### src/hw/rtl/icmp_echo_request_builder_macros.svh
// assertion macros for the icmp echo request builder
// expects clk_i and rst_ni in the scope where a macro is used
`ifndef ICMP_ECHO_REQUEST_BUILDER_MACROS_SVH
`define ICMP_ECHO_REQUEST_BUILDER_MACROS_SVH

// same-cycle implication, checked out of reset
`define IERB_ASSERT_NOW(lbl, ante, cons, msg) \
  lbl: assert property (@(posedge clk_i) disable iff (!rst_ni) (ante) |-> (cons)) \
    else $error(msg);

// next-cycle implication, checked out of reset
`define IERB_ASSERT_NEXT(lbl, ante, cons, msg) \
  lbl: assert property (@(posedge clk_i) disable iff (!rst_ni) (ante) |=> (cons)) \
    else $error(msg);

`endif

### src/hw/rtl/ierb_pkg.sv
// shared types and constants for the icmp echo request builder
// no dependencies
`default_nettype none

package ierb_pkg;

  // icmp echo request header
  localparam logic [7:0] EchoType = 8'd8;
  localparam logic [7:0] EchoCode = 8'd0;
  localparam int unsigned HdrBytes = 8;

  // field widths
  localparam int unsigned IdxW = 7;
  localparam int unsigned RawSumW = 25;

  // configuration register indexes
  typedef enum logic [1:0] {
    REG_ECHO_ID     = 2'd0,
    REG_PAYLOAD_LEN = 2'd1,
    REG_FILL        = 2'd2
  } ierb_reg_e;

  // per-packet header fields, payload length already clamped
  typedef struct packed {
    logic [15:0] echo_id;
    logic [15:0] seq;
    logic [7:0]  fill;
    logic [7:0]  pay_len;
  } ierb_hdr_t;

endpackage

`default_nettype wire

### src/hw/rtl/ierb_csum.sv
// unfolded one's-complement sum of a whole echo request packet
// depends on ierb_pkg
`default_nettype none

module ierb_csum (
  input  ierb_pkg::ierb_hdr_t               hdr_i,
  output logic [ierb_pkg::RawSumW-1:0]      raw_sum_o
);
  import ierb_pkg::*;

  logic [6:0]  pairs;
  logic [15:0] fill_word;
  logic [22:0] pair_sum;
  logic [15:0] odd_word;

  // payload words: every full pair is {fill, fill}, an odd tail byte is padded
  assign pairs     = hdr_i.pay_len[7:1];
  assign fill_word = {hdr_i.fill, hdr_i.fill};
  assign pair_sum  = 23'(pairs) * 23'(fill_word);
  assign odd_word  = hdr_i.pay_len[0] ? {hdr_i.fill, 8'h00} : 16'h0000;

  // header words with the checksum field counted as zero
  assign raw_sum_o = RawSumW'({EchoType, EchoCode})
                   + RawSumW'({hdr_i.echo_id[7:0], hdr_i.echo_id[15:8]})
                   + RawSumW'(hdr_i.seq)
                   + RawSumW'(pair_sum)
                   + RawSumW'(odd_word);

endmodule

`default_nettype wire

### src/hw/rtl/icmp_echo_request_builder.sv
// top level of the icmp echo request builder: apb registers, job stage, byte emitter
// depends on ierb_pkg, ierb_csum and icmp_echo_request_builder_macros.svh
`default_nettype none
// Usage
//   A request transaction is taken at a rising edge with start high and busy low;
//   sequence_req_i carries the sequence number. The block then sends one ICMP
//   echo request, one byte per cycle on packet_byte_o, each marked by
//   result_strobe_o for one cycle, with byte_index_o counting from 0 and
//   last_byte_o high on the final byte.
//   Packet length is 8 + min(payload_length, MAX_PACKET_BYTES - 8) bytes, 64 at
//   reset values. An accepted request passes the job register, then the emitter,
//   then the output register; it waits in the job register while a packet is in flight.
//   The single byte emitter paces the requests; a following request is taken
//   while the current packet is still going out, so packets leave with no gap
//   between them. busy stays high while one request waits behind the packet
//   in flight.
//   The checksum is summed in the job stage (one small multiply for the
//   repeated fill words) and folded when the emitter loads the job.
//   Registers echo_id (0x0), payload_length (0x4), fill_pattern (0x8) are to be written
//   over APB only while the block is idle; the user must keep to this, the block does not
//   enforce it. Reset gives echo_id 0, payload_length 56, fill_pattern 0 and drops any
//   request in progress. The receiver cannot stall: every strobed byte counts as delivered.

module icmp_echo_request_builder #(
  parameter int unsigned MAX_PACKET_BYTES = 64
) (
  input  logic        clk_i,
  input  logic        rst_ni,
  // request channel
  input  logic        start,
  output logic        busy,
  input  logic [15:0] sequence_req_i,
  // byte stream
  output logic        result_strobe_o,
  output logic [7:0]  packet_byte_o,
  output logic [ierb_pkg::IdxW-1:0] byte_index_o,
  output logic        last_byte_o,
  // configuration port
  input  logic        psel,
  input  logic        penable,
  input  logic        pwrite,
  input  logic [3:0]  paddr,
  input  logic [31:0] pwdata,
  output logic [31:0] prdata,
  output logic        pready
);
  import ierb_pkg::*;

  `include "icmp_echo_request_builder_macros.svh"

  localparam logic [7:0] MaxPayload = 8'(MAX_PACKET_BYTES - HdrBytes);

  // configuration registers
  logic [15:0] echo_id_q;
  logic [7:0]  pay_len_q;
  logic [7:0]  fill_q;
  logic        cfg_wr;

  // job stage
  logic                s1_valid_q, s1_valid_d;
  ierb_hdr_t           s1_hdr_q, s1_hdr_d;
  logic [RawSumW-1:0]  s1_raw_q, raw_sum;

  // emitter
  logic                em_valid_q, em_valid_d;
  ierb_hdr_t           em_hdr_q;
  logic [15:0]         em_csum_q, csum_d;
  logic [IdxW-1:0]     em_idx_q, em_idx_d;
  logic [IdxW-1:0]     em_last_idx;
  logic                em_is_last, em_free, load, accept;
  logic [7:0]          byte_sel;

  // fold of the raw sum
  logic [16:0] fold1;
  logic [15:0] fold2;

  // output register
  logic            strobe_q;
  logic [7:0]      byte_q;
  logic [IdxW-1:0] idx_q;
  logic            last_q;

  // apb write and read
  assign cfg_wr = psel && penable && pwrite && pready;
  assign pready = 1'b1;

  always_ff @(posedge clk_i or negedge rst_ni) begin
    if (!rst_ni) begin
      echo_id_q <= 16'd0;
      pay_len_q <= 8'd56;
      fill_q    <= 8'd0;
    end else if (cfg_wr) begin
      case (paddr[3:2])
        REG_ECHO_ID:     echo_id_q <= pwdata[15:0];
        REG_PAYLOAD_LEN: pay_len_q <= pwdata[7:0];
        REG_FILL:        fill_q    <= pwdata[7:0];
        default:         ;
      endcase
    end
  end

  always_comb begin
    case (paddr[3:2])
      REG_ECHO_ID:     prdata = {16'd0, echo_id_q};
      REG_PAYLOAD_LEN: prdata = {24'd0, pay_len_q};
      REG_FILL:        prdata = {24'd0, fill_q};
      default:         prdata = 32'd0;
    endcase
  end

  // handshake: the job slot frees when the emitter takes its contents
  assign em_last_idx = IdxW'(em_hdr_q.pay_len + 8'd7);
  assign em_is_last  = (em_idx_q == em_last_idx);
  assign em_free     = !em_valid_q || em_is_last;
  assign load        = s1_valid_q && em_free;
  assign busy        = s1_valid_q && !em_free;
  assign accept      = start && !busy;

  // job stage: clamp length, sum the packet
  always_comb begin
    s1_hdr_d.echo_id = echo_id_q;
    s1_hdr_d.seq     = sequence_req_i;
    s1_hdr_d.fill    = fill_q;
    s1_hdr_d.pay_len = (pay_len_q > MaxPayload) ? MaxPayload : pay_len_q;
  end

  ierb_csum u_csum (
    .hdr_i     (s1_hdr_d),
    .raw_sum_o (raw_sum)
  );

  always_comb begin
    if (accept) begin
      s1_valid_d = 1'b1;
    end else if (load) begin
      s1_valid_d = 1'b0;
    end else begin
      s1_valid_d = s1_valid_q;
    end
  end

  always_ff @(posedge clk_i or negedge rst_ni) begin
    if (!rst_ni) begin
      s1_valid_q <= 1'b0;
    end else begin
      s1_valid_q <= s1_valid_d;
    end
  end

  always_ff @(posedge clk_i) begin
    if (accept) begin
      s1_hdr_q <= s1_hdr_d;
      s1_raw_q <= raw_sum;
    end
  end

  // end-around carry fold and inversion
  assign fold1  = {1'b0, s1_raw_q[15:0]} + 17'(s1_raw_q[RawSumW-1:16]);
  assign fold2  = fold1[15:0] + 16'(fold1[16]);
  assign csum_d = ~fold2;

  // emitter: walk the byte index of the current packet
  always_comb begin
    em_valid_d = em_valid_q;
    em_idx_d   = em_idx_q;
    if (load) begin
      em_valid_d = 1'b1;
      em_idx_d   = '0;
    end else if (em_valid_q) begin
      if (em_is_last) begin
        em_valid_d = 1'b0;
      end else begin
        em_idx_d = em_idx_q + IdxW'(1);
      end
    end
  end

  always_ff @(posedge clk_i or negedge rst_ni) begin
    if (!rst_ni) begin
      em_valid_q <= 1'b0;
      em_idx_q   <= '0;
    end else begin
      em_valid_q <= em_valid_d;
      em_idx_q   <= em_idx_d;
    end
  end

  always_ff @(posedge clk_i) begin
    if (load) begin
      em_hdr_q  <= s1_hdr_q;
      em_csum_q <= csum_d;
    end
  end

  // byte select by position
  always_comb begin
    case (em_idx_q)
      IdxW'(0): byte_sel = EchoType;
      IdxW'(1): byte_sel = EchoCode;
      IdxW'(2): byte_sel = em_csum_q[15:8];
      IdxW'(3): byte_sel = em_csum_q[7:0];
      IdxW'(4): byte_sel = em_hdr_q.echo_id[7:0];
      IdxW'(5): byte_sel = em_hdr_q.echo_id[15:8];
      IdxW'(6): byte_sel = em_hdr_q.seq[15:8];
      IdxW'(7): byte_sel = em_hdr_q.seq[7:0];
      default:  byte_sel = em_hdr_q.fill;
    endcase
  end

  // output register
  always_ff @(posedge clk_i or negedge rst_ni) begin
    if (!rst_ni) begin
      strobe_q <= 1'b0;
    end else begin
      strobe_q <= em_valid_q;
    end
  end

  always_ff @(posedge clk_i) begin
    byte_q <= byte_sel;
    idx_q  <= em_idx_q;
    last_q <= em_is_last;
  end

  assign result_strobe_o = strobe_q;
  assign packet_byte_o   = byte_q;
  assign byte_index_o    = idx_q;
  assign last_byte_o     = last_q;

  // checks
  `IERB_ASSERT_NOW(a_idx_step, result_strobe_o && (byte_index_o != '0), $past(result_strobe_o) && (byte_index_o == IdxW'($past(byte_index_o) + IdxW'(1))), "byte index skipped")
  `IERB_ASSERT_NEXT(a_no_gap, result_strobe_o && !last_byte_o, result_strobe_o, "packet stream broke before last byte")
  `IERB_ASSERT_NEXT(a_new_pkt, result_strobe_o && last_byte_o, !result_strobe_o || (byte_index_o == '0), "packet did not restart at index zero")
  `IERB_ASSERT_NEXT(a_job_held, start && !busy, s1_valid_q, "accepted request not held in job stage")

endmodule

`default_nettype wire

### config.mk
export PLATFORM = sky130hd
export DESIGN_NAME = icmp_echo_request_builder
export DESIGN_NICKNAME = d
export VERILOG_FILES = /design/src/hw/rtl/ierb_pkg.sv /design/src/hw/rtl/ierb_csum.sv /design/src/hw/rtl/icmp_echo_request_builder.sv
export VERILOG_INCLUDE_DIRS = /design/src /design/src/hw/rtl
export SDC_FILE = /design/constraint.sdc
export NUM_CORES = 1
export LEC_CHECK = 0
export BUFFER_PORTS_ARGS = -buffer_cell sky130_fd_sc_hd__buf_2
export CELL_PAD_IN_SITES_DETAIL_PLACEMENT = 0
export CELL_PAD_IN_SITES_GLOBAL_PLACEMENT = 2
export CORE_MARGIN = 4
export CORE_UTILIZATION = 30
export DETAILED_ROUTE_END_ITERATION = 16
export GPL_TIMING_DRIVEN = 0
export PLACE_DENSITY = 0.58
export SYNTH_ARGS = -nofsm -noshare
export SYNTH_HDL_FRONTEND = slang
export SYNTH_HIERARCHICAL = 1
export SYNTH_SLANG_ARGS = --single-unit
export TNS_END_PERCENT = 50
### constraint.sdc
create_clock -name clk_i -period 11.24 [get_ports clk_i]
set_clock_uncertainty 0.2 [all_clocks]
set_input_delay 2.81 -clock clk_i [delete_from_list [all_inputs] [get_ports clk_i]]
set_output_delay 2.81 -clock clk_i [all_outputs]
set_load 0.005 [all_outputs]
Word level (Yosys, flattened, before mapping):

Cells that the tools add are included.

* $add $sub $neg: 8
* multipliers: 1
* magnitude comparators: 1
* eq/ne operators: 11
* muxes and demuxes: 12
* bitwise logic cells: 1
* reductions and logical operators: 17

Operators by type and width (count)
* $pmux W8 S8: 1
* $add A25 B16 Y25: 2
* $pmux W16 S3: 1
* $eq A7 B3 Y1 const B: 4
* $add A25 B23 Y25: 1
* $mul A7 B16 Y23: 1
* $mux W7: 3
* $add A12 B16 Y17 const A: 1
* $add A16 B9 Y17: 1
* $add A16 B1 Y16: 1
* $mux W16: 1
* $not A16 Y16: 1
* $eq A7 B2 Y1 const B: 2
* $gt A8 B6 Y1 const B: 1
* $mux W8: 1
* $reduce_and A2 Y1: 4
* $add A7 B1 Y7 const B: 1
* $add A7 B3 Y7 const B: 1
* $eq A7 B1 Y1 const B: 1
* $eq A7 B7 Y1: 1
* $logic_not A7 Y1: 1
* $logic_and A1 B1 Y1: 5
* $mux W1: 5
* $reduce_bool A2 Y1: 2
* other kinds (6): 8

* flip-flop bits (word level): 193
* bits of input ports: 58
* output and inout port bits: 51
* word-level logic and storage cells: 71

Longest topological paths before layout:

* depth after elaboration: 8
* depth in mapped cells: 20
* mapped depth without buffers: 20

Modules after synthesis:

Netlist, hierarchy kept.

By module, submodules not included
* icmp_echo_request_builder: times used 1, cells an instance 546, area each 7977.7 um^2, sequential area each 5429.0 um^2
* ierb_csum: times used 1, cells an instance 508, area each 4652.0 um^2, sequential area each 0.0 um^2

Worst setup path before layout:

OpenSTA, ideal clock, no wires.

* kind: input -> register
* start point: in sequence_req_i[12]
* end point: reg s1_raw_q[17], data pin
* setup time: 0.263 ns
* data arrival time: 6.698 ns
* data required time: 10.777 ns
* setup slack: 4.079 ns
* cell stages on the path: 16
* path buffers: 1
* path through: fa_1 > inv_1 > fa_1 > inv_1 > fa_1 > fa_1 > inv_1 > fa_1 > inv_1 > ha_1 > buf_6 > a21oi_1 > o21ai_0 > a22oi_2 > nor4bb_1 > nor3b_1

* word-level cells in the longest chain between the ends: 3

RTL lines
* from (decl): RTL line icmp_echo_request_builder.sv:32 `input logic [15:0] sequence_req_i,`
* $add A25 B16 Y25: RTL line ierb_csum.sv:25 `+ RawSumW'(hdr_i.seq)`
* $add A25 B23 Y25: RTL line ierb_csum.sv:26 `+ RawSumW'(pair_sum)`
* $add A25 B16 Y25: RTL line ierb_csum.sv:27 `+ RawSumW'(odd_word);`
* net raw_sum[17]: RTL line icmp_echo_request_builder.sv:62 `logic [RawSumW-1:0] s1_raw_q, raw_sum;`
* to (signal assigned): RTL line icmp_echo_request_builder.sv:153 `s1_raw_q <= raw_sum;`
* to (decl): RTL line icmp_echo_request_builder.sv:62

The timed path passes the listed nets, and every way through them passes these cells.
A chain may end at the register's enable or synchronous reset.

Worst setup path in the final report:

Ends and elaborated chain as after synthesis.

==> metrics.md <==
| Metric | Value |
|---|---|
| Vias in the first global route | `7,905` |
| CP Capture Type | `register` |
| Inserted Diodes | `0` |
| XOR/XNOR Fraction of Synth Area | `0.0346` |
| CTS tree | `done` |
| Site row count | `74` |
| Largest net degree at the start of global routing | `64` |
| Ys flop type | `edfxtp_1` |
| Initial antenna violation count | `1` |
| Simple-gate area share of the yosys netlist | `0.106` |
| Mux contribution to synthesized area | `0.0413` |
| CP arrival | `7.30 ns` |
| Nets@finish | `1,420` |
| Drt wl/cell | `19.4 um` |
| Ys async rst share | `0.218` |
| Post-Syn Area per Cell | `12.0 sq um` |
| Post-synth EDFFs | `135` |
| Hold slack | `0.169 ns` |
| Most frequent cell after synthesis | `inv_1` |
| Core ar. | `41,200 sq um` |
| Top post-synthesis cells by area | `edfxtp_1 (32%), fa_1 (16%), ha_1 (8.2%), dfrtp_1 (7.7%), inv_1 (4.5%)` |
| Slew Viols, Final | `0` |
| Fmax | `137 MHz` |
| Max_cap viols | `0` |
| First-pass GRT wire length | `50,700 um` |
| Yosys top cell by area | `edfxtp_1` |
| Post-Route Setup TNS | `0 ns` |
| Hpwl dp | `27,000 um` |
| Vias | `7,781` |
| Post-route clock period utilization | `0.651` |
| Clock Path Buffers | `2` |
| Worst-skew pair later-pin latency | `0.44 ns` |
| Cts-stage hold buffer count | `0` |
| Crit start category | `primary input` |
| Clk sink count | `193` |
| CTS root buf | `clkbuf_16` |
| Remaining DRCs | `0` |
| Final Hold Viols | `0` |
| Slew @ Worst Pin | `1.39 ns` |
| Die outline height | `213 um` |
| Initial DRC Count | `495` |
| Post-Route WL | `33,500 um` |
| Critical path class | `primary input to register` |
| Critical Path RT | `11.22 ns` |
| Mapped Area | `12,600 sq um` |
| RSZ-0062 raised after global routing | `no` |
| Status | `complete, no violations` |
| Synthesis-to-layout area growth | `14.8%` |
| Setup-failing EPs final | `0` |
| Cells after Synth | `1,054` |
| Total CTS buffers | `17` |
| Share of cells above drive strength 1 | `0.171` |
| Congestion Overflow GR | `0` |
| Tightest Hold Check Type | `register to register` |
| Via-per-instance ratio | `4.51` |
| Die area | `45,400 sq um` |
| Synth Area in Adders | `0.238` |
| Drt pass-1 iters | `5` |
| Initial core utilization | `0.307` |
| Ys Warns | `6` |
| Die extent in x | `213 um` |
| Total track usage | `0.151` |
| Post-CTS resize count | `0` |
| Fillcell total | `4,169` |
| Sequential fraction of the synthesis area | `0.430` |
| Compound-cell area share of the yosys netlist | `0.0832` |
| Final antenna-violating net count | `0` |
| Clk pin slew, worst setup/hold paths | `0.08 ns` |
| Crit path max fanout | `8` |
| Final min period | `7.32 ns` |
| Synth top area share | `0.321` |
| Synth cell types | `80` |
| Commonest cells in the netlist | `inv_1 (152), edfxtp_1 (135), fa_1 (98)` |
| Largest family of logic cells by synthesized area | `adder cells` |
| Relative slew slack | `0.0688` |
| Routability cong. | `0.793` |
| Total setup buffers inserted after CTS | `0` |
| H-Tree Depth | `4` |
| Port bufs | `73` |
| Yosys reg bits | `193` |
| Io pins | `109` |
critical path: stages:
cell      delay, ns
buf_2          0.15
fa_1           0.58
inv_1          0.07
fa_1           0.53
inv_1          0.06
fa_1           0.46
fa_1           0.54
inv_1          0.05
fa_1           0.56
inv_1          0.05
ha_1           0.30
buf_6          0.14
a21oi_1        0.17
o21ai_0        0.14
a22oi_2        0.31
nor4bb_1       0.27
nor3b_1        0.10
registers in the layout, summed over array words and instances, names as in the netlist:
register         flops
byte_index_o         7
echo_id_q           16
em_csum_q           16
em_hdr_q            47
em_idx_q             7
em_valid_q           1
fill_q               8
last_byte_o          1
packet_byte_o        8
pay_len_q            8
result_strobe_o      1
s1_hdr_q            47
s1_raw_q            25
s1_valid_q           1
layer usage:
layer | share of wire | GRT usage | vias up
met4 | 0.0067 | 0.0247 | 0
met5 | 0 | 0 | -
met2 | 0.47 | 0.240 | 104
met1 | 0.50 | 0.226 | 3864
li1 | - | - | 3799
met3 | 0.026 | 0.0179 | 14
placed cells by master, fill, tap and decap left out, drive strengths merged, types with 8 or more instances in the layout:
cell,Yosys,layout
a21o,15,15
clkbuf,12,32
nand3,23,23
ha,83,83
and2,55,55
inv,152,159
a21oi,23,23
and3,12,12
dfrtp,39,39
mux2,33,33
xnor2,20,20
nor2,29,29
buf,29,105
o21ai,36,36
xor2,29,29
a221oi,8,8
nand2b,8,8
dfxtp,16,16
a22oi,13,13
nand2,74,74
edfxtp,135,135
conb,2,34
mux2i,15,15
nor4,8,8
fa,98,98
layout make-up:
type                            count  area (sq um)  share of cell area
Sequential cell                   193          5430               0.375
Inverter                          152           571              0.0394
Timing Repair Buffer               76           410              0.0283
Tap cell                          532           666              0.0459
Multi-Input combinational cell    700          6500               0.448
Clock buffer                       20           500              0.0345
Clock inverter                     12           150              0.0104
Buffer                             41           268              0.0185
path summary, 6_finish.rpt:
kind	from	end	slack, ns	cells past startpoint
hold reg to reg	em_idx_q[3]$_DFFE_PN0P_	byte_index_o[3]$_DFF_P_	0.17	0
max in group asynchronous	rst_ni	echo_id_q[6]$_DFFE_PN0P_	7.86	1
setup / recovery	sequence_req_i[12]	s1_raw_q[17]$_DFFE_PP_	3.92	17
hold / removal	em_idx_q[3]$_DFFE_PN0P_	byte_index_o[3]$_DFF_P_	0.17	0
setup reg to reg	pay_len_q[6]$_DFFE_PN0P_	s1_raw_q[21]$_DFFE_PP_	5.02	17
min in group asynchronous	rst_ni	result_strobe_o$_DFF_PN0_	2.34	1
cell families (layout without fill, tap and decap cells):
group / after synthesis / in the layout
buf+inv: 193 / 301
mux: 48 / 48
simple gates: 250 / 250
other cells: 2 / 34
fa+ha+maj: 181 / 181
flops: 193 / 193
xor+xnor: 49 / 49
compound gates: 138 / 138
through the flow:
step / utilization / cell area, sq um / worst slack, ns / cells
2_1_floorplan: - / 12700 / 4.08 / 1086
3_3_place_gp: 0.334 / 13800 / 2.36 / 1691
3_5_place_dp: 0.336 / 13800 / 3.38 / 1694
4_1_cts: 0.352 / 14500 / 3.84 / 1726
5_1_grt: 0.352 / 14500 / 3.53 / 1726
6_report: 0.352 / 14500 / 3.92 / 1726
Power is left out: the tool's default activity adds up to more than one toggle a clock period on the data nets, which glitch-free logic cannot reach.
